`src/rtl/core/tea_pkg.sv`:
```
// ----------------------------------------------------------------------------
// tea_pkg
// Shared types, constants and helper functions of the TEA block encryptor.
// ----------------------------------------------------------------------------
package tea_pkg;

  localparam int unsigned ROUNDS    = 32;
  localparam int unsigned NUM_CELLS = 2 * ROUNDS;
  localparam int unsigned WORD_W    = 32;
  localparam int unsigned NUM_KEYS  = 4;
  localparam int unsigned CFG_IDX_W = 2;

  localparam logic [WORD_W-1:0] TEA_DELTA = 32'h9E37_79B9;

  localparam int unsigned SHL_AMT = 4;
  localparam int unsigned SHR_AMT = 5;

  // Configuration register indexes
  localparam logic [CFG_IDX_W-1:0] KEY_WORD_0_IDX = 2'd0;
  localparam logic [CFG_IDX_W-1:0] KEY_WORD_1_IDX = 2'd1;
  localparam logic [CFG_IDX_W-1:0] KEY_WORD_2_IDX = 2'd2;
  localparam logic [CFG_IDX_W-1:0] KEY_WORD_3_IDX = 2'd3;

  typedef logic [WORD_W-1:0] word_t;

  typedef struct packed {
    word_t plain_left;
    word_t plain_right;
  } tea_in_t;

  typedef struct packed {
    word_t cipher_left;
    word_t cipher_right;
  } tea_out_t;

  // Block state carried along the cell chain
  typedef struct packed {
    word_t left;
    word_t right;
  } tea_blk_t;

  typedef struct packed {
    word_t k0;
    word_t k1;
    word_t k2;
    word_t k3;
  } tea_key_t;

  // Running sum seen by round r (counted from zero)
  function automatic word_t tea_round_sum(input int unsigned r);
    logic [2*WORD_W-1:0] prod;
    prod = (2*WORD_W)'(r + 1) * (2*WORD_W)'(TEA_DELTA);
    return prod[WORD_W-1:0];
  endfunction

endpackage

```
`src/rtl/core/tea_key_regs.sv`:
```
// ----------------------------------------------------------------------------
// tea_key_regs
// Holds the four 32-bit key words written over the configuration port.
// ----------------------------------------------------------------------------
module tea_key_regs (
  input  logic                           clk_i,
  input  logic                           rst_ni,
  input  logic                           cfg_we_i,
  input  logic [tea_pkg::CFG_IDX_W-1:0]  cfg_idx_i,
  input  logic [tea_pkg::WORD_W-1:0]     cfg_wdata_i,
  output tea_pkg::tea_key_t              key_o
);
  import tea_pkg::*;

  tea_key_t key_q, key_d;

  always_comb begin
    key_d = key_q;
    if (cfg_we_i) begin
      case (cfg_idx_i)
        KEY_WORD_0_IDX: key_d.k0 = cfg_wdata_i;
        KEY_WORD_1_IDX: key_d.k1 = cfg_wdata_i;
        KEY_WORD_2_IDX: key_d.k2 = cfg_wdata_i;
        KEY_WORD_3_IDX: key_d.k3 = cfg_wdata_i;
        default:        key_d    = key_q;
      endcase
    end
  end

  always_ff @(posedge clk_i or negedge rst_ni) begin
    if (!rst_ni) begin
      key_q <= '0;
    end else begin
      key_q <= key_d;
    end
  end

  assign key_o = key_q;

endmodule

```
`config.mk`:
```
export PLATFORM = sky130hd
export DESIGN_NAME = tea_key_regs
export DESIGN_NICKNAME = d
export VERILOG_FILES = /design/src/rtl/core/tea_pkg.sv /design/src/rtl/core/tea_key_regs.sv
export SDC_FILE = /design/constraint.sdc
export NUM_CORES = 1
export LEC_CHECK = 0
export ABC_CLOCK_PERIOD_IN_PS = 1080
export BUFFER_PORTS_ARGS = -buffer_cell sky130_fd_sc_hd__clkbuf_2
export CORE_MARGIN = 4
export CORE_UTILIZATION = 34
export DETAILED_ROUTE_END_ITERATION = 8
export PLACE_DENSITY = 0.58
export REMOVE_ABC_BUFFERS = 1
export SLEW_MARGIN = 20
export SYNTH_ARGS = -nofsm -noshare
export SYNTH_HDL_FRONTEND = slang
export SYNTH_SLANG_ARGS = --single-unit
```
`constraint.sdc`:
```
create_clock -name clk_i -period 1.08 [get_ports clk_i]
set_clock_uncertainty 0.1 [all_clocks]
set_input_delay 0.108 -clock clk_i [delete_from_list [all_inputs] [get_ports clk_i]]
set_output_delay 0.108 -clock clk_i [all_outputs]
set_load 0.005 [all_outputs]
```
# Word level (Yosys, flattened, before mapping)
# Index checks and enable logic that the tools add are counted.
# totals
elab_cells	12
in_bits	37
register_bits	128
output_inout_bits	128
# op_classes
n_eq_ne	3
reduce_logical	5
# op_table
operator	n
AND reduction 2 bit	4
equality test 2 bit, second input constant	2
equality test 2 x 1 -> 1 bit, second input constant	1
logical NOT 2 bit	1

# Longest topological paths before layout
# Gate-level depths: netlist of run 1.
# depth
word_depth	2
ltp_mapped	3
depth_no_buf	2

# Least setup slack after synthesis of run 1
# Ideal clock, no wire load.
# synth_timing
path_type	input-to-reg
start	in cfg_idx_i[1] (netlist bit)
end	reg key_q (netlist bit key_o[121])
t_arrival_ps	943
setup_time_ps	125
path_buffers	1
stages	3
setup_slack_ps	-87
cell_sequence	nor3b_2 buf_4 mux2_2
# synth_via
elab_chain_len	2
# synth_lines
item	line_no	rtl
start: declaration	tea_key_regs.sv:9	input logic [tea_pkg::CFG_IDX_W-1:0] cfg_idx_i,
logical NOT 2 bit	tea_key_regs.sv:20	case (cfg_idx_i)
AND reduction 2 bit (no line)	-	
end signal: assignment	tea_key_regs.sv:34	key_q <= key_d;
end: declaration	tea_key_regs.sv:15	tea_key_t key_q, key_d;
# No other way between the ends.
# A chain may end at the register's enable or synchronous reset.

# Final worst setup path of run 1
# layout_timing
start	reg key_q (netlist bit key_o[76])
end	out key_o[76] (netlist bit)
# layout_rtl
item	line_no	rtl
end: declaration	tea_key_regs.sv:11	output tea_pkg::tea_key_t key_o
# No word-level cell between the ends.

==> results of run 1 <==
routing by layer:
metal  global-route usage [%]  vias to the layer above  share of wire, %
li1                         -                     1442                 -
met1                     18.3                     1581                43
met2                     23.7                      110                48
met3                     6.56                       16               7.8
met4                     5.80                        0               1.4
met5                        0                        -                 0
worst paths after layout:
| check | to | slack (ns) | start | depth (start not counted) |
|---|---|---|---|---|
| worst max-delay path | key_o[76] | -0.06 | key_o[76] | 1 |
| worst min-delay path | key_o[91] | -0.009 | rst_ni | 2 |
| worst max register to register | key_o[121] | -0.03 | key_o[121] | 3 |
| worst min register to register | key_o[98] | 0.40 | key_o[98] | 1 |
| max in group asynchronous | key_o[117] | 0.40 | rst_ni | 3 |
| min in group clk_i | key_o[124] | 0.23 | cfg_idx_i[0] | 4 |
synth_stat cells:
| cell type | instances | area share (%) |
|---|---|---|
| dfrtp_1 | 128 | 68 |
| mux2_2 | 126 | 30 |
| buf_2 | 9 | 0.95 |
| buf_4 | 3 | 0.47 |
| mux2_1 | 2 | 0.47 |
| nand3b_1 | 2 | 0.32 |
| nand3_1 | 1 | 0.11 |
| nor3b_2 | 1 | 0.26 |
through the flow:
step	TNS, ns	instances	hold WS (ns)	utilization, %
after global routing	-9.74	693	-0.00245	51.6
after global placement	-24.50	612	-0.124	44.1
after detailed placement	-25.60	612	-0.126	44.1
after CTS	-7.29	685	0.155	51.0
final	-3.80	693	-0.00875	51.6
after floorplan	-87.22	260	-0.288	-
cells by family after synthesis:
kind of cell | Yosys count | share of synthesized area (%)
buf+inv | 12 | 1.42
flops | 128 | 67.5
simple gates | 4 | 0.685
mux | 128 | 30.4
repair_timing:
item	4_1_cts	5_1_grt
setup buffers	7	9
setup endpoints to repair	128	135
hold endpoints to repair	256	7
resized for setup	0	5
pin swaps	0	0
power by group:
| part | switching [µW] | internal (µW) |
|---|---|---|
| Combinational | 1020 | 1620 |
| Sequential | 495 | 5720 |
| Clock | 1920 | 3210 |
cell type report:
type / instances / area (µm²)
Timing Repair Buffer: 225 / 1490
Multi-Input combinational cell: 132 / 1490
Sequential cell: 128 / 3200
Clock buffer: 26 / 509
Tap cell: 176 / 220
Fill cell: 1156 / 6510
Clock inverter: 6 / 30.0
==> results.md, run 1 <==
- Max clock buf depth: 2
- Vias in the first global route: between 3,000 and 4,000
- Commonest non-fill, non-tap cells in the layout: clkbuf_2 (162), dfrtp_1 (128), mux2_2 (124)
- Final Slew Violations: 0
- GPL Wtd Cong: about 0.77
- Total power: approximately 14,000 µW
- Tmin final: between 1 and 1.5 ns
- DRC Markers: 0
- Vias: 3,149
- Pwr/cell area: ~2000 nW/µm²
- CTS tree: done
- Global-route wire length before repair: between 15,000 and 20,000 µm
- Mapped Area: 4740 µm²
- Worst-Margin Slew: between 0.2 and 0.3 ns
- Arrival time worst endpoint: ~0.93 ns
- WL final: roughly 11,000 µm
- Antenna Nets Post-Route: 0
- Area of the core: between 10,000 and 15,000 µm²
- Type of the worst setup path: register to output port
- Syn-to-layout area delta: 46.3%
- Min-Delay Path Class: input port to async pin
- CTS clk-pin slew, worst paths: about 0.050 ns
- Initial Utilization: roughly a third
- Cell variety after synth: 8
- Max Cap Viol: 0
- RSZ-0062 raised after global routing: yes
- Clock Sink Count: between 100 and 150
- Startpoint class of the critical path: register
- Clock root cell: clkbuf_16
- Fin. Hold Viols: 7
- Initial antenna violation count: 0
- Port bufs: ~160
- WL per Instance: about 17 µm
- Detailed Routing Iterations Pass 1: 4
- Clock latency on the worst-skew pair: a little over 0.4 ns
- FP Rows: 42
- Synth warn: 0
- Tot GR Track Use: between 15 and 20%
- # IOs: between 150 and 200
- Max FFs per register: ~130
- Slew margin rel.: 82.6%
- Die width: 126 µm
- DIE AREA: about 16,000 µm²
- Placed instance area: around 5900 µm²
- Failing checks: negative hold slack, negative setup slack
- Share of cells above drive strength 1: around two thirds
- Critical path capture point type: output port
- CTS H-tree lvls: 4
- TritonCTS Buffers: 17
- WHS: -0.00875 ns
- Pleak: 0.00335 µW
- Cts hold-fix bufs: 34
- Largest net degree at the start of global routing: 46
- Layout net count: about 540
- Achievable Freq: approximately 0.88 GHz
- Pre-CTS WS: -0.243 ns
- Register area share after synthesis: between 60% and 70%
- Max rail drop VDD: between 0.8 and 0.9 mV
- FF+latch count, synth: between 100 and 150
- Die Y-Extent: around 130 µm
- Delay-heaviest family, CP: flip-flops
- DRT iter0 DRCs: 108
- Critical path buffers and inverters: 1
- Final setup fails: 130
- Post-DP HPWL: roughly 7600 µm
- Final Cell Area: approximately 6900 µm²
- Fin crit share: 106%
- Critical Path Fanout Max: 2
- # diodes: 0
- Critical path data required time: 0.87 ns
- Commonest non-fill, non-tap cell in the layout: clkbuf_2
- Vias/cell: 4.54
- Crit-path cells: clkbuf_2
- CP peak stage delay: around 0.40 ns
- Syn Area/Cell: between 15 and 20 µm²
- GR Overflow Total: 0
- Crit-path slowest cell: dfrtp_1
- Status: finished, violations left
- Final WS setup: -0.0601 ns
- Cells after Synth: approximately 270
Note: power is estimated with default switching activity, not from simulation.
==> inputs of run 2 (changes only) <==
--- a/config.mk
+++ b/config.mk
@@ -8,9 +8,9 @@
 export ABC_CLOCK_PERIOD_IN_PS = 1080
 export BUFFER_PORTS_ARGS = -buffer_cell sky130_fd_sc_hd__clkbuf_2
 export CORE_MARGIN = 4
-export CORE_UTILIZATION = 34
+export CORE_UTILIZATION = 32
 export DETAILED_ROUTE_END_ITERATION = 8
-export PLACE_DENSITY = 0.58
+export PLACE_DENSITY = 0.55
 export REMOVE_ABC_BUFFERS = 1
 export SLEW_MARGIN = 20
 export SYNTH_ARGS = -nofsm -noshare
==> run 2 against run 1 <==
The run ends with negative setup slack left. Design area down 0.29%. Power down 0.52%. Sequential share of layout area up 0.13 points. Routed wire length up 0.28%. Critical path type unchanged. Critical endpoint is now key_o[77].
==> results.md, run 2 (synthesis results as in run 1) <==
- Final Cell Area: 6920 µm²
- DP Cell Count: 621
- Vias in the first global route: 3,336
- Wl on met1: about 4800 µm
- WL final: 11,500 µm
- Tot GR Track Use: between 10 and 15%
- Fin. Hold Viols: 0
- Critical path capture point type: output port
- Sequential power share: 44.6%
- Critical Path Fanout Max: 2
- Critical path buffers and inverters: 1
- Largest net degree at the start of global routing: 51
- DRT iter0 DRCs: roughly 110
- Placed instance area: around 5900 µm²
- FP Rows: 44
- Critical path data required time: around 0.87 ns
- Die Y-Extent: ~130 µm
- Area of the core: approximately 15,000 µm²
- Final setup fails: 129
- Tmin final: around 1.1 ns
- Sw power: approximately 3500 µW
- DIE AREA: 16,800 µm²
- Internal power component: roughly 10,000 µW
- GPL Wtd Cong: roughly 0.70
- Pre-CTS WS: -0.252 ns
- Die width: around 130 µm
- Combinational share of power: between 10% and 20%
- Max Cap Viol: 0
- Antenna Nets Post-Route: 0
- Max rail drop VDD: between 1 and 1.5 mV
- Commonest non-fill, non-tap cells in the layout: clkbuf_2 (162), dfrtp_1 (128), mux2_2 (124)
- GR Overflow Total: 0
- # diodes: 0
- Clock Sink Count: ~130
- Global-route wire length before repair: about 18,000 µm
- Failing checks: negative setup slack
- Startpoint class of the critical path: register
- Final std cells w/o fill: around 700
- Worst-Margin Slew: about 0.27 ns
- R2R Path Start: key_o[77]
- Achievable Freq: 0.887 GHz
- CTS H-tree lvls: 4
- Clock latency on the worst-skew pair: 0.40 ns
- CP startpoint: key_o[77]
- Met3 Wirelength: between 800 and 900 µm
- CTS clk-pin slew, worst paths: about 0.050 ns
- CP peak stage delay: 0.38 ns
- Clk pwr share: between 30% and 40%
- Pwr/cell area: 2010 nW/µm²
- Initial antenna violation count: 0
- CTS tree: done
- Layout net count: between 500 and 600
- Net Sw Frac: 24.8%
- WL per Instance: between 15 and 20 µm
- Vias/cell: about 4.5
- Crit-path slowest cell: dfrtp_1
- Fin crit share: 104%
- Share of cells above drive strength 1: about two thirds
- Type of the worst setup path: register to output port
- Slew margin rel.: about four fifths
- Delay-heaviest family, CP: flip-flops
- Clock root cell: clkbuf_16
- Commonest non-fill, non-tap cell in the layout: clkbuf_2
- Max layer used: met4
- Min-Delay Path Class: input port to async pin
- Worst R2R Path Depth: 3
- DRC Markers: 0
- CP Depth: 1
- Final Slew Violations: 0
- Port bufs: ~160
- TritonCTS Buffers: 17
- Pleak: between 0.003 and 0.004 µW
- Worst reg2reg path endpoint: key_o[77]
- # IOs: between 150 and 200
- Max clock buf depth: 2
- Detailed Routing Iterations Pass 1: 4
- CP endpoint: key_o[77]
- Arrival time worst endpoint: between 0.9 and 1 ns
- Crit-path cells: buf_2
- RSZ-0062 raised after global routing: yes
- Syn-to-layout area delta: 45.9%
- R2R setup slack: -0.02 ns
- Initial Utilization: between 30% and 40%
- Post-DP HPWL: ~7600 µm
- Status: finished, violations left
- Max FFs per register: 128
- Vias: 3,154
- Fillers: ~1,300
- Metal2 WL: ~5700 µm
- Final WS setup: -0.0468 ns
[run 2: cell types whose count changed in the layout (fill, tap and decap cells not counted), sizes merged]
cell / before / now
clkinv: 6 / 4
clkinvlp: 0 / 2
clkbuf: 188 / 185
buf: 30 / 34
[run 2: area by class of cell]
class	count	area, µm²	area share, %
sequential	128	3200	46.3
timing repair buffer	229	1470	21.3
clock buffer	23	488	7.05
tap	184	230	3.33
multi-input combinational	132	1490	21.6
clock inverter	6	35.0	0.506
[run 2: per-layer routing]
| layer | global-route usage [%] | vias to the layer above |
|---|---|---|
| li1 | - | 1441 |
| met1 | 16.7 | 1601 |
| met2 | 22.5 | 100 |
| met3 | 5.40 | 12 |
| met4 | 5.13 | 0 |
| met5 | 0 | - |
[run 2: worst reg2reg max path, stage by stage (launching register included)]
cell and delay (ns):
dfrtp_1 0.38, buf_4 0.14, buf_4 0.12, mux2_4 0.24
[run 2: what timing repair did]
action | CTS | global route
hold buffers | 33 | 0
resized for setup | 0 | 4
buffers inserted | 13 | 6
endpoints found under the hold margin | 256 | 0
endpoints found under the setup margin | 128 | 128
[run 2: metrics by stage]
stage | setup TNS [ns] | util [%] | hold slack (ns) | power, µW
2_1_floorplan | -87.22 | - | -0.288 | 7180
5_1_grt | -8.46 | 47.6 | 0.00787 | 14600
4_1_cts | -5.84 | 47.2 | -0.0107 | 14000
3_5_place_dp | -24.67 | 40.7 | -0.119 | 8680
6_report | -2.72 | 47.6 | 0.00523 | 13900
3_3_place_gp | -22.54 | 40.7 | -0.116 | 8600
[run 2: worst min-delay path by stage]
stage,cells past startpoint,to,startpoint
3_3_place_gp,1,key_o[72],rst_ni
3_5_place_dp,1,key_o[72],rst_ni
2_1_floorplan,0,key_o[0],rst_ni
5_1_grt,2,key_o[29],rst_ni
6_report,2,key_o[72],rst_ni
4_1_cts,2,key_o[29],rst_ni
[run 2: power by group through the flow]
stage | Combinational (µW) | Clock (µW) | Sequential [µW]
3_5_place_dp | 2390 | 0 | 6290
5_1_grt | 2920 | 5400 | 6300
2_1_floorplan | 894 | 0 | 6290
4_1_cts | 2630 | 5180 | 6210
6_report | 2640 | 5060 | 6210
3_3_place_gp | 2350 | 0 | 6250
