## config.mk

```make
export PLATFORM = sky130hd
export DESIGN_NAME = tea_cell
export DESIGN_NICKNAME = d
export VERILOG_FILES = /design/src/rtl/core/tea_pkg.sv /design/src/rtl/core/tea_cell.sv
export SDC_FILE = /design/constraint.sdc
export NUM_CORES = 1
export LEC_CHECK = 0
export ABC_AREA = 0
export BUFFER_PORTS_ARGS = -buffer_cell sky130_fd_sc_hd__buf_2
export CAP_MARGIN = 40
export CORE_MARGIN = 3
export CORE_UTILIZATION = 49
export DETAILED_ROUTE_END_ITERATION = 10
export HOLD_SLACK_MARGIN = 0.1
export PLACE_DENSITY = 0.73
export SKIP_CTS_REPAIR_TIMING = 1
export SLEW_MARGIN = 40
export SYNTH_ARGS = -nofsm -noshare
export SYNTH_HDL_FRONTEND = slang
export SYNTH_SLANG_ARGS = --single-unit
```

## constraint.sdc

```tcl
create_clock -name clk_i -period 1.8 [get_ports clk_i]
set_input_delay 0.27 -clock clk_i [delete_from_list [all_inputs] [get_ports clk_i]]
set_output_delay 0.27 -clock clk_i [all_outputs]
set_load 0.01 [all_outputs]
```

## src/rtl/core/tea_pkg.sv

```systemverilog
// ----------------------------------------------------------------------------
// tea_pkg
// Shared types, constants and helper functions of the TEA block encryptor.
// ----------------------------------------------------------------------------
package tea_pkg;

  localparam int unsigned ROUNDS    = 32;
  localparam int unsigned NUM_CELLS = 2 * ROUNDS;
  localparam int unsigned WORD_W    = 32;
  localparam int unsigned NUM_KEYS  = 4;
  localparam int unsigned CFG_IDX_W = 2;

  localparam logic [WORD_W-1:0] TEA_DELTA = 32'h9E37_79B9;

  localparam int unsigned SHL_AMT = 4;
  localparam int unsigned SHR_AMT = 5;

  // Configuration register indexes
  localparam logic [CFG_IDX_W-1:0] KEY_WORD_0_IDX = 2'd0;
  localparam logic [CFG_IDX_W-1:0] KEY_WORD_1_IDX = 2'd1;
  localparam logic [CFG_IDX_W-1:0] KEY_WORD_2_IDX = 2'd2;
  localparam logic [CFG_IDX_W-1:0] KEY_WORD_3_IDX = 2'd3;

  typedef logic [WORD_W-1:0] word_t;

  typedef struct packed {
    word_t plain_left;
    word_t plain_right;
  } tea_in_t;

  typedef struct packed {
    word_t cipher_left;
    word_t cipher_right;
  } tea_out_t;

  // Block state carried along the cell chain
  typedef struct packed {
    word_t left;
    word_t right;
  } tea_blk_t;

  typedef struct packed {
    word_t k0;
    word_t k1;
    word_t k2;
    word_t k3;
  } tea_key_t;

  // Running sum seen by round r (counted from zero)
  function automatic word_t tea_round_sum(input int unsigned r);
    logic [2*WORD_W-1:0] prod;
    prod = (2*WORD_W)'(r + 1) * (2*WORD_W)'(TEA_DELTA);
    return prod[WORD_W-1:0];
  endfunction

endpackage

```

## src/rtl/core/tea_cell.sv

```systemverilog
// ----------------------------------------------------------------------------
// tea_cell
// One half round of TEA: mixes one word into the other and registers the
// block together with its valid bit.
// ----------------------------------------------------------------------------
module tea_cell (
  input  logic                       clk_i,
  input  logic                       rst_ni,
  input  logic                       adv_i,
  input  logic                       half_i,
  input  logic [tea_pkg::WORD_W-1:0] sum_i,
  input  logic [tea_pkg::WORD_W-1:0] key_a_i,
  input  logic [tea_pkg::WORD_W-1:0] key_b_i,
  input  logic                       valid_i,
  input  tea_pkg::tea_blk_t          blk_i,
  output logic                       valid_o,
  output tea_pkg::tea_blk_t          blk_o
);
  import tea_pkg::*;

  logic     valid_q;
  tea_blk_t blk_q, blk_d;
  word_t    src;
  word_t    mix;

  // First half updates left from right, second half updates right from left
  assign src = half_i ? blk_i.left : blk_i.right;
  assign mix = ((src << SHL_AMT) + key_a_i) ^ (src + sum_i) ^ ((src >> SHR_AMT) + key_b_i);

  always_comb begin
    blk_d = blk_i;
    if (half_i) begin
      blk_d.right = blk_i.right + mix;
    end else begin
      blk_d.left = blk_i.left + mix;
    end
  end

  always_ff @(posedge clk_i or negedge rst_ni) begin
    if (!rst_ni) begin
      valid_q <= 1'b0;
    end else if (adv_i) begin
      valid_q <= valid_i;
    end
  end

  always_ff @(posedge clk_i) begin
    if (adv_i) begin
      blk_q <= blk_d;
    end
  end

  assign valid_o = valid_q;
  assign blk_o   = blk_q;

endmodule

```

Word level (Yosys, flattened, before mapping)
Cells that the tools add are included.
{"block": "op_classes", "muxes": 3, "addsub": 5, "bitwise": 2}
{"op": "$add A32 B32 Y32", "count": 4}
{"op": "$mux W32", "count": 3}
{"op": "$xor A32 B32 Y32", "count": 2}
{"op": "$add A27 B32 Y32", "count": 1}
{"block": "totals", "reg_bits": 65, "word_cells": 13, "out_inout_bits": 65, "in_bits": 165}

Longest topological paths before layout
Gate-level depths: netlist of the first run.
{"block": "depth", "word_depth": 6, "mapped_depth": 29}

Worst setup path after synthesis of the first run
OpenSTA, ideal clock, no wires.
{"block": "synth_timing", "path_type": "in2reg", "start": "input half_i", "end": "register blk_q (netlist bit blk_o[63]), data pin", "required_time_ns": 1.536, "arrival_ns": 5.689, "path_slack_ns": -4.153, "setup_ns": 0.264, "cell_stages": 27, "cell_sequence": "clkbuf_1 -> buf_1 -> buf_1 -> nand2_1 -> nand2_1 -> ha_1 -> a21o_1 -> a41o_1 -> or3_1 -> a21oi_1 -> o311ai_0 -> a21o_1 -> a21o_1 -> a21o_1 -> a21oi_1 -> xor3_1 -> ha_1 -> a21oi_1 -> nor2b_1 -> o21ai_0 -> o31ai_1 -> a31oi_1 -> o21ai_0 -> o41ai_1 -> nor4b_1 -> nor4_1 -> xnor2_1"}
{"element": "start, declared", "line": "tea_cell.sv:10", "rtl": "input logic half_i,"}
{"element": "end signal, assigned", "line": "tea_cell.sv:49", "rtl": "blk_q <= blk_d;"}
{"element": "end, declared", "line": "tea_cell.sv:22", "rtl": "tea_blk_t blk_q, blk_d;"}

==> flow_metrics.tcl, run 1 <==
set metrics [dict create \
    status "finished with violations" \
    violations "setup timing" \
    ys_seq_area_share_pct 18.21 \
    routedWlPerCell_um 19.52 \
    gp_congestion 1.013 \
    start_util_pct 50.38 \
    num_vias 14070 \
    drive_above_1_share_pct 48.52 \
    finalNetCount 2416 \
    cpMaxStageDelayCell "or4_4" \
    ant_nets 0 \
    dieHeight_um 153.7 \
    cts_tree "done" \
    syn2layout_area_growth_pct 66.60 \
    critPathMaxStageDelay_ns 0.57 \
    initialDrtViolationCount 1338 \
    layout_min_cycle_time_ns 5.693 \
    grt-ovfl-total 0 \
    power.leakage_nw 8.767 \
    tns_ns -167.60 \
    wl_um 46360 \
    antenna_found_initial 5 \
    clk-insertion-delay-late_ns 0.33 \
    routed_via_density 5.925 \
    numPortBuffers 229 \
    grt_pass1_vias 12990 \
    synth_edf_count 64 \
    switchingPower_mw 13.43 \
    hold_violations 0 \
    arrival_ns 5.87 \
    finClkSkew_ns 0 \
    fin_ws_ns -3.893 \
    pwr-share-seq_pct 9.2 \
    dp_hpwl_um 36180 \
    ys_types 72 \
    combPwrFrac_pct 84.8 \
    clock_power_share_pct 6.0 \
    relSlewSlack_pct 60.09 \
    core_area_sq_mm 0.02122 \
    final_cells 2375 \
    worst_pin_slew_ns 0.5987 \
    synth_flop_cell "edfxtp_1" \
    setup_viol 64 \
    ys_warn_count 0 \
    syn_area_per_cell_sq_um 8.217 \
    cts_root_buf "clkbuf_16" \
    fin_crit_sh_pct 316.3 \
    drv_slew 0 \
    die-area_sq_mm 0.02363 \
    clock_path_buffers 2 \
    maxCapViolations 0 \
    ys_async_sr_fraction_pct 1.538 \
    synth_seq_cells 65 \
    cp-start-kind "input port" \
    switching_share_pct 45.30 \
    grt_usage_pct 34.02 \
    hold_class "input port to register" \
    ios 230 \
    powerDensity_mw_per_mm2 1664 \
    worstPathRequired_ns 1.97 \
    path_common_cell "buf_4" \
    max_freq_mhz 175.7 \
    drt_first_pass_iters 5 \
    p_int_mw 16.21 \
    clk_pin_slew_ns 0.06 \
    nFillCells 1296 \
    grt_max_degree 56 \
    cts_buffers 9 \
    htree_levels 3 \
    cp_max_fo 9 \
    cts.sinks 65 \
    rsz0062_at_grt "yes" \
    end_kind "register" \
    rows 53 \
    synth_fp_nets 1626 \
    ir_worst_vdd_mv 0.7721 \
    dpl.cell_count 2332 \
    path_class "input port to register" \
    die_w_um 153.7 \
    grt_pass1_wl_um 65650 \
    drc 0 \
    netlist_area_sq_mm 0.01069 \
    synthCells 1301 \
]
-- worst max-delay path, delay by kind of cell --
family	cells	cell delay [ns]
compound gates	7	1.59
simple gates	8	1.49
buf+inv	8	1.20
xor+xnor	4	0.72
fa+ha+maj	2	0.59
-- final cells by class --
class | instances | area (sq um) | area share (%)
inverter | 51 | 195.2 | 1.096
clock inverter | 5 | 55.05 | 0.3091
tap | 275 | 344.1 | 1.932
multi-input combinational | 1153 | 9444 | 53.03
sequential | 65 | 1947 | 10.93
clock buffer | 11 | 242.7 | 1.363
timing repair buffer | 811 | 5572 | 31.28
antenna | 4 | 10.01 | 0.05620
-- sequential cells by signal, indices dropped and copies added (netlist names) --
register	flops
blk_o	64
valid_o	1
-- power by group through the flow --
stage	sequential [mW]	clock, mW	combinational, mW
floorplan	3.10	0	11.9
global placement	2.72	0	21.2
detailed placement	2.76	0	21.9
CTS	2.73	1.77	22.1
global route	2.78	1.84	26.6
finish	2.72	1.79	25.1
-- synth_stat cells, types with 3 or more instances --
master    count  area share [%]
ha_1        155              18
xnor2_1     140              11
nand2_1     130             4.6
o21ai_0     127             5.9
a21oi_1     117             5.5
a21o_1       72             5.1
edfxtp_1     64              18
nor2_1       58             2.0
inv_1        51             1.8
xor2_1       48             3.9
clkbuf_1     28            0.98
nor3_1       23             1.1
o21bai_1     23             1.6
nand3_1      22             1.0
nand4_1      21             1.2
a211oi_1     18             1.3
a31oi_1      16            0.94
nand2b_1     15            0.88
o21a_1       15             1.1
o31ai_1      14            0.98
nor2b_1      10            0.59
and3_1        8            0.47
and2_1        7            0.41
nor4_1        7            0.41
a221o_1       6            0.56
fa_1          5            0.94
mux2i_1       5            0.47
o211ai_1      5            0.35
or4_1         5            0.35
a221oi_1      4            0.33
a31o_2        4            0.33
and4_1        4            0.33
mux2_2        4            0.42
nor4b_1       4            0.33
o22ai_1       4            0.23
o311ai_0      4            0.33
buf_1         3            0.11
nand3b_1      3            0.21
nand4b_1      3            0.25
o31a_1        3            0.25
o41a_1        3            0.32
o41ai_1       3            0.25
or3_1         3            0.18
xnor3_1       3            0.63
-- through the flow --
step / util (%) / hold WS [ns] / setup slack [ns] / total power [mW] / cell area [sq um]
final: 83.93 / 0.2201 / -3.893 / 29.64 / 17810
after global routing: 83.93 / 0.2153 / -4.090 / 31.24 / 17810
after CTS: 79.65 / -0.3030 / -3.902 / 26.61 / 16900
after detailed placement: 78.25 / 0.04534 / -4.225 / 24.62 / 16600
after global placement: 78.25 / 0.04494 / -4.051 / 23.87 / 16600
after floorplan: - / -0.02559 / -3.657 / 14.98 / 11110
-- cell usage in the layout, fill, tap and decap left out, types with 13 or more instances in the layout --
master,Yosys,routed
nand2b_1,15,15
o21bai_1,23,22
inv_1,51,50
buf_2,0,228
nand2_1,130,116
nor3_1,23,21
xor2_1,48,46
xnor2_2,0,23
a211oi_2,0,13
nand4_1,21,21
nand3_1,22,20
o21ai_0,127,75
a21o_1,72,72
nor2_1,58,54
o21a_1,15,15
ha_1,155,138
edfxtp_1,64,64
a31oi_1,16,14
a21oi_2,0,42
nand2_2,0,13
buf_4,0,575
xnor2_1,140,116
o21ai_1,1,45
a21oi_1,117,74
-- per-layer routing --
layer  vias to the layer above  wire length (um)  GRT usage (%)
met5                         -                 7              0
met4                         2              1875          8.831
met3                       166              4529          2.871
met2                       847             21040          55.32
met1                      6621             18910          48.93
li1                       6437                 -              -
-- path summary, 6_finish.rpt --
path                                     start                  end  slack, ns  cells past startpoint
hold reg to reg            valid_o$_DFFE_PN0P_  valid_o$_DFFE_PN0P_       0.58                      1
hold / removal                         valid_i  valid_o$_DFFE_PN0P_       0.22                      2
setup / recovery                        half_i  blk_o[31]$_DFFE_PP_      -3.89                     29
setup reg to reg           valid_o$_DFFE_PN0P_  valid_o$_DFFE_PN0P_       1.01                      1
min in group asynchronous               rst_ni  valid_o$_DFFE_PN0P_       0.23                      2
max in group asynchronous               rst_ni  valid_o$_DFFE_PN0P_       1.49                      2
-- kinds of logic (layout without fill, tap and decap cells) --
logic type,count (synthesis),in the layout,synth area share [%]
AO/OA/AOI/OAI,462,462,27.63
XOR/XNOR,193,193,16.48
adder cells (fa/ha/maj),160,160,19.08
buffers and inverters,83,878,2.926
flip-flops,65,65,18.21
multiplexers,9,9,0.8895
other,0,4,0
AND/OR/NAND/NOR,329,329,14.78
Note: power is estimated with default switching activity, not from simulation.
==> run 2: changes to the inputs <==
- CORE_UTILIZATION: 49 -> 50
- PLACE_DENSITY: 0.73 -> 0.74
==> run 2 against run 1 <==
The flow now stops in 5_1_grt. Area after synthesis did not move. Synthesized cell count did not move.
==> flow_metrics.tcl, run 2 <==
set metrics [dict create \
    cts_root_buf "clkbuf_16" \
    ys_seq_area_share_pct 18.21 \
    dp_hpwl_um 36770 \
    crit_endpoint "blk_o[63]$_DFFE_PP_/D" \
    synth_area_leaders "ha_1 (18%), edfxtp_1 (18%), xnor2_1 (11%)" \
    dieHeight_um 152.2 \
    start_util_pct 51.83 \
    yosys.cell_count.top_type "ha_1" \
    synthAdderAreaFrac_pct 19.08 \
    synth_top_family_by_area "compound AO/OA/AOI/OAI gates" \
    synth_fp_nets 1626 \
    lastStage "5_1_grt" \
    cts.sinks 65 \
    error_line "[ERROR GRT-0232] Routing congestion too high. Check the congestion heatmap in the GUI." \
    grt_max_degree 41 \
    synth-xor-area-share_pct 16.48 \
    synth_compound_area_share_pct 27.63 \
    htree_levels 3 \
    synth_edf_count 64 \
    ys_types 72 \
    grt_usage_pct 77.14 \
    synthDominantCellAreaShare_pct 18.14 \
    numPortBuffers 229 \
    dpl.cell_count 2336 \
    yosys.area_share.simple_pct 14.78 \
    ys_async_sr_fraction_pct 1.538 \
    netlist_area_sq_mm 0.01069 \
    gp_congestion 1.037 \
    clock_path_buffers 2 \
    die_w_um 152.2 \
    synthCells 1301 \
    ys_top_cells_by_count "ha_1 (155), xnor2_1 (140), nand2_1 (130), o21ai_0 (127), a21oi_1 (117)" \
    cts_buffers 9 \
    synth.area.mux_share_pct 0.8895 \
    syn_area_per_cell_sq_um 8.217 \
    antenna_found_initial 9 \
    status "aborted with a tool error" \
    grt-ovfl-total 2 \
    synth_top_area_cell "ha_1" \
    rows 52 \
    worst-ep-kind "sequential cell input" \
    ios 230 \
    synth_seq_cells 65 \
    ys_warn_count 0 \
    synth_flop_cell "edfxtp_1" \
]
[run 2: cell counts after synthesis]
No cell type changed its count.
[run 2: cells by family after synthesis]
group,count (synthesis)
simple gates,329
compound gates,462
fa+ha+maj,160
xor+xnor,193
buf+inv,83
mux,9
flops,65
[run 2: stage by stage]
step	setup slack, ns	util, %	instance area [sq um]
after floorplan	-3.657	-	11110
after global placement	-4.004	80.75	16650
after detailed placement	-4.269	80.75	16650
after CTS	-3.925	82.19	16950
[run 2: per-layer routing]
layer / global-route usage (%) / overflow
met1: 75.56 / 0
met2: 89.65 / 0
met3: 69.10 / 0
met4: 75.90 / 2
met5: 38.10 / 0
==> run 3: changes to the inputs <==
- CORE_UTILIZATION: 50 -> 35
- HOLD_SLACK_MARGIN: 0.1 -> default
- PLACE_DENSITY: 0.74 -> default
- PLACE_DENSITY_LB_ADDON: default -> 0.15
==> run 3 against run 2 <==
The flow now finishes, with violations (setup timing).
==> flow_metrics.tcl, run 3 (synthesis results as in run 1) <==
set metrics [dict create \
    status "finished with violations" \
    violations "setup timing" \
    rsz0062_at_grt "yes" \
    core_area_sq_mm 0.02987 \
    tns_ns -155.57 \
    setup_viol 63 \
    ir_worst_vdd_mv 0.8220 \
    combPwrFrac_pct 85.2 \
    mostFrequentLayoutCells "buf_4 (586), buf_2 (228), ha_1 (117)" \
    hp-start "valid_i" \
    grt_pass1_vias 12210 \
    worstPathRequired_ns 1.90 \
    grt_max_degree 44 \
    dpl.cell_count 2459 \
    max_freq_mhz 181.6 \
    rows 63 \
    power.leakage_nw 9.159 \
    initialDrtViolationCount 960 \
    final_area_sq_mm 0.01922 \
    ff2ff_setup_slack_ns 1.06 \
    p_int_mw 17.60 \
    path_delay_family "compound AO/OA/AOI/OAI gates" \
    start_util_pct 35.78 \
    post-route-util_pct 64.33 \
    drt_first_pass_iters 5 \
    nFillCells 2499 \
    finalNetCount 2441 \
    hold_path_end "valid_o$_DFFE_PN0P_" \
    cts_buffers 9 \
    fin_ws_ns -3.706 \
    cp_max_fo 10 \
    worstRegToRegCells 1 \
    switching_share_pct 43.61 \
    critPathMaxStageDelay_ns 0.55 \
    routedWlPerCell_um 17.63 \
    drc 0 \
    path_buf_inv 4 \
    power_mw 31.21 \
    clock_power_share_pct 6.1 \
    antenna_found_initial 2 \
    ios 230 \
    syn2layout_area_growth_pct 79.77 \
    htree_levels 3 \
    cts_tree "done" \
    drv_slew 0 \
    clk-insertion-delay-late_ns 0.33 \
    gp_congestion 0.9946 \
    num_vias 13030 \
    finClkSkew_ns 0 \
    largest_register_ffs 64 \
    clk_pin_slew_ns 0.06 \
    die_w_um 180.8 \
    path_common_cell "a21o_1" \
    layout_min_cycle_time_ns 5.506 \
    cpMaxStageDelayCell "or4_4" \
    grt_usage_pct 24.39 \
    numPortBuffers 229 \
    r2r-start "valid_o$_DFFE_PN0P_" \
    cts.sinks 65 \
    end_kind "register" \
    worst_pin_slew_ns 0.4987 \
    arrival_ns 5.60 \
    dieHeight_um 180.8 \
    fin_crit_sh_pct 305.9 \
    final_cells 2512 \
    grt-ovfl-total 0 \
    wl_um 44280 \
    ant_nets 0 \
    hold_violations 0 \
    reg2reg_to "valid_o$_DFFE_PN0P_" \
    place_area_sq_mm 0.01683 \
    relSlewSlack_pct 66.40 \
    die-area_sq_mm 0.03268 \
    clock_path_buffers 2 \
    dp_hpwl_um 36770 \
    powerDensity_mw_per_mm2 1624 \
    maxCapViolations 0 \
    routed_via_density 5.187 \
    grt_pass1_wl_um 63690 \
    path_class "input port to register" \
    cts_root_buf "clkbuf_16" \
    pwr-share-seq_pct 8.7 \
    drive_above_1_share_pct 54.46 \
    cp-start-kind "input port" \
    worstHoldPathCells 2 \
    layout_commonest_cell "buf_4" \
    hold_class "input port to register" \
    switchingPower_mw 13.61 \
]
-- run 3: power by group through the flow --
stage	Clock [mW]	Combinational, mW	Sequential (mW)
after floorplan	0	11.9	3.10
after detailed placement	0	21.9	2.75
after global placement	0	21.6	2.74
final	1.91	26.6	2.71
after CTS	1.94	22.0	2.72
after global routing	2.00	28.5	2.78
-- run 3: stage by stage --
stage | setup WS, ns | hold slack, ns
detailed placement | -4.259 | 0.04492
floorplan | -3.657 | -0.02559
global placement | -4.178 | 0.04464
global route | -3.900 | 0.1742
finish | -3.706 | 0.1710
CTS | -3.972 | -0.3176
-- run 3: worst max path at each step --
stage | from | slack (ns) | depth (start not counted) | end
finish | half_i | -3.71 | 28 | blk_o[31]$_DFFE_PP_
global route | half_i | -3.90 | 28 | blk_o[31]$_DFFE_PP_
CTS | half_i | -3.97 | 26 | blk_o[31]$_DFFE_PP_
detailed placement | half_i | -4.26 | 26 | blk_o[31]$_DFFE_PP_
global placement | half_i | -4.18 | 24 | blk_o[63]$_DFFE_PP_
floorplan | half_i | -3.66 | 26 | blk_o[63]$_DFFE_PP_
-- run 3: area by class of cell --
cell class,instances,area [sq um],share of cell area (%)
tap,390,488.0,2.539
timing repair buffer,836,5817,30.27
clock buffer,9,225.2,1.172
multi-input combinational,1153,10450,54.37
clock inverter,7,93.84,0.4883
sequential,65,1947,10.13
inverter,51,195.2,1.016
antenna,1,2.502,0.01302
-- run 3: routing by layer --
layer / up-vias / routed length [um] / GRT usage [%]
li1: 6502 / - / -
met1: 6078 / 21040 / 36.60
met2: 391 / 19740 / 37.51
met3: 57 / 2516 / 2.960
met4: 2 / 966 / 5.250
met5: - / 17 / 0
==> run 4: changes to the inputs <==
- clock period: 1.8 -> 6.75 ns (I/O delays scaled with it)
==> run 4 against run 3 <==
The flow now finishes without violations. Non-clock buffer count down 353. Register-to-register slack better by 5.0 ns. Sequential share of layout area is 3.3 points higher. Count of clock-buffer cells in the layout up 1. Combinational power decreased by 81%. Core utilization fell by 16 points. Clock power shrank 77%. First-iteration DRC count fell by 11%. Sequential power decreased by 73%. Critical endpoint unchanged.
==> flow_metrics.tcl, run 4 (synthesis results as in run 1) <==
set metrics [dict create \
    status "completed" \
    met1_usage_pct 34.18 \
    place_area_sq_mm 0.01411 \
    cts_tree "done" \
    power.leakage_nw 6.952 \
    cts_buffers 9 \
    antenna_found_initial 1 \
    syn2layout_area_growth_pct 35.80 \
    clk-insertion-delay-late_ns 0.34 \
    drc 0 \
    nFillCells 2998 \
    gp_congestion 0.9389 \
    ant_nets 0 \
    num_vias 11370 \
    hold_class "input port to async pin" \
    relSlewSlack_pct 47.76 \
    powerDensity_mw_per_mm2 421.6 \
    grt-ovfl-total 0 \
    critPathMaxStageDelay_ns 0.41 \
    dp_hpwl_um 33280 \
    hold_violations 0 \
    grt_max_degree 68 \
    die-area_sq_mm 0.03268 \
    tns_ns 0 \
    core_area_sq_mm 0.02987 \
    cts_root_buf "clkbuf_16" \
    setup_viol 0 \
    grt_pass1_vias 10950 \
    routedWlPerCell_um 17.66 \
    cpMaxStageDelayCell "or4_1" \
    rsz0062_at_grt "yes" \
    layout_min_cycle_time_ns 6.552 \
    finalNetCount 2088 \
    grt_usage_pct 22.40 \
    start_util_pct 35.78 \
    worstPathRequired_ns 6.85 \
    grt.busiest_layer "met2" \
    grt_pass1_wl_um 58470 \
    ir_worst_vdd_mv 0.1904 \
    clock_path_buffers 2 \
    end_kind "register" \
    hold_slack_ns 0.4365 \
    max_freq_mhz 152.6 \
    drv_slew 0 \
    clk_pin_slew_ns 0.07 \
    wl_um 38120 \
    grt_use_met2_pct 34.32 \
    cp_max_fo 10 \
    numPortBuffers 229 \
    path_class "input port to register" \
    drive_above_1_share_pct 30.32 \
    ios 230 \
    fin_crit_sh_pct 97.06 \
    cts.sinks 65 \
    diodes 0 \
    finClkSkew_ns 0 \
    worst_pin_slew_ns 0.7755 \
    drt_first_pass_iters 6 \
    initialDrtViolationCount 859 \
    gr-usage-met3_pct 1.973 \
    arrival_ns 6.65 \
    mostFrequentLayoutCells "buf_4 (253), buf_2 (228), ha_1 (154)" \
    path_common_cell "buf_4" \
    rows 63 \
    layout_commonest_cell "buf_4" \
    die_w_um 180.8 \
    dieHeight_um 180.8 \
    largest_register_ffs 64 \
    cp-start-kind "input port" \
    maxCapViolations 0 \
    routed_via_density 5.270 \
    htree_levels 3 \
    final_area_sq_mm 0.01452 \
]
-- run 4: cell count changes in the layout (fill, tap and decap cells not counted), sizes merged --
cell	delta
bufinv	-2
dlygate4sd3	-1
buf	-351
clkinv	+1
inv	+1
clkinvlp	-1
diode	-1
-- run 4: area by class of cell --
class	instances	area, sq um	share of cell area (%)
multi-input combinational	1153	8547	58.87
timing repair buffer	483	3072	21.16
sequential	65	1947	13.41
tap	390	488.0	3.361
clock buffer	10	229.0	1.577
inverter	51	191.4	1.319
clock inverter	6	43.79	0.3016
-- run 4: power breakdown --
| group | leakage, nW | total (mW) | switching (mW) | internal [mW] |
|---|---|---|---|---|
| Clock | 0.133 | 0.440 | 0.190 | 0.250 |
| Sequential | 0.636 | 0.727 | 0.0392 | 0.688 |
| Combinational | 6.18 | 4.95 | 2.52 | 2.44 |
-- run 4: worst paths after layout --
path                                      from                  end  slack (ns)  cells past startpoint
max                                     half_i  blk_o[31]$_DFFE_PP_        0.20                     30
min                                     rst_ni  valid_o$_DFFE_PN0P_        0.44                      1
max reg2reg                valid_o$_DFFE_PN0P_  valid_o$_DFFE_PN0P_        6.02                      1
min reg2reg                valid_o$_DFFE_PN0P_  valid_o$_DFFE_PN0P_        0.50                      1
max in group asynchronous               rst_ni  valid_o$_DFFE_PN0P_        6.23                      1
min in group clk_i         valid_o$_DFFE_PN0P_  valid_o$_DFFE_PN0P_        0.50                      1
-- run 4: per-stage QoR --
stage	power, mW	util (%)	std cells	setup slack (ns)
2_1_floorplan	3.694	-	1301	0.05444
3_3_place_gp	5.539	47.23	2140	-0.2835
3_5_place_dp	5.575	47.23	2140	-0.3696
4_1_cts	6.036	48.14	2156	0.02256
5_1_grt	6.669	48.59	2158	-0.08815
6_report	6.121	48.59	2158	0.1984
-- run 4: metal layers --
metal	part of all wire, %	wire length [um]
met5	0.052	20
met1	50	19250
met4	1.4	523
met3	5.3	2028
met2	43	16300
-- run 4: worst max-delay path, delay by kind of cell --
family                   cells  cell delay (ns)
AO/OA/AOI/OAI               12             2.47
XOR/XNOR                     4             0.60
adder cells (fa/ha/maj)      3             0.89
buffers and inverters        6             0.86
AND/OR/NAND/NOR              5             0.81
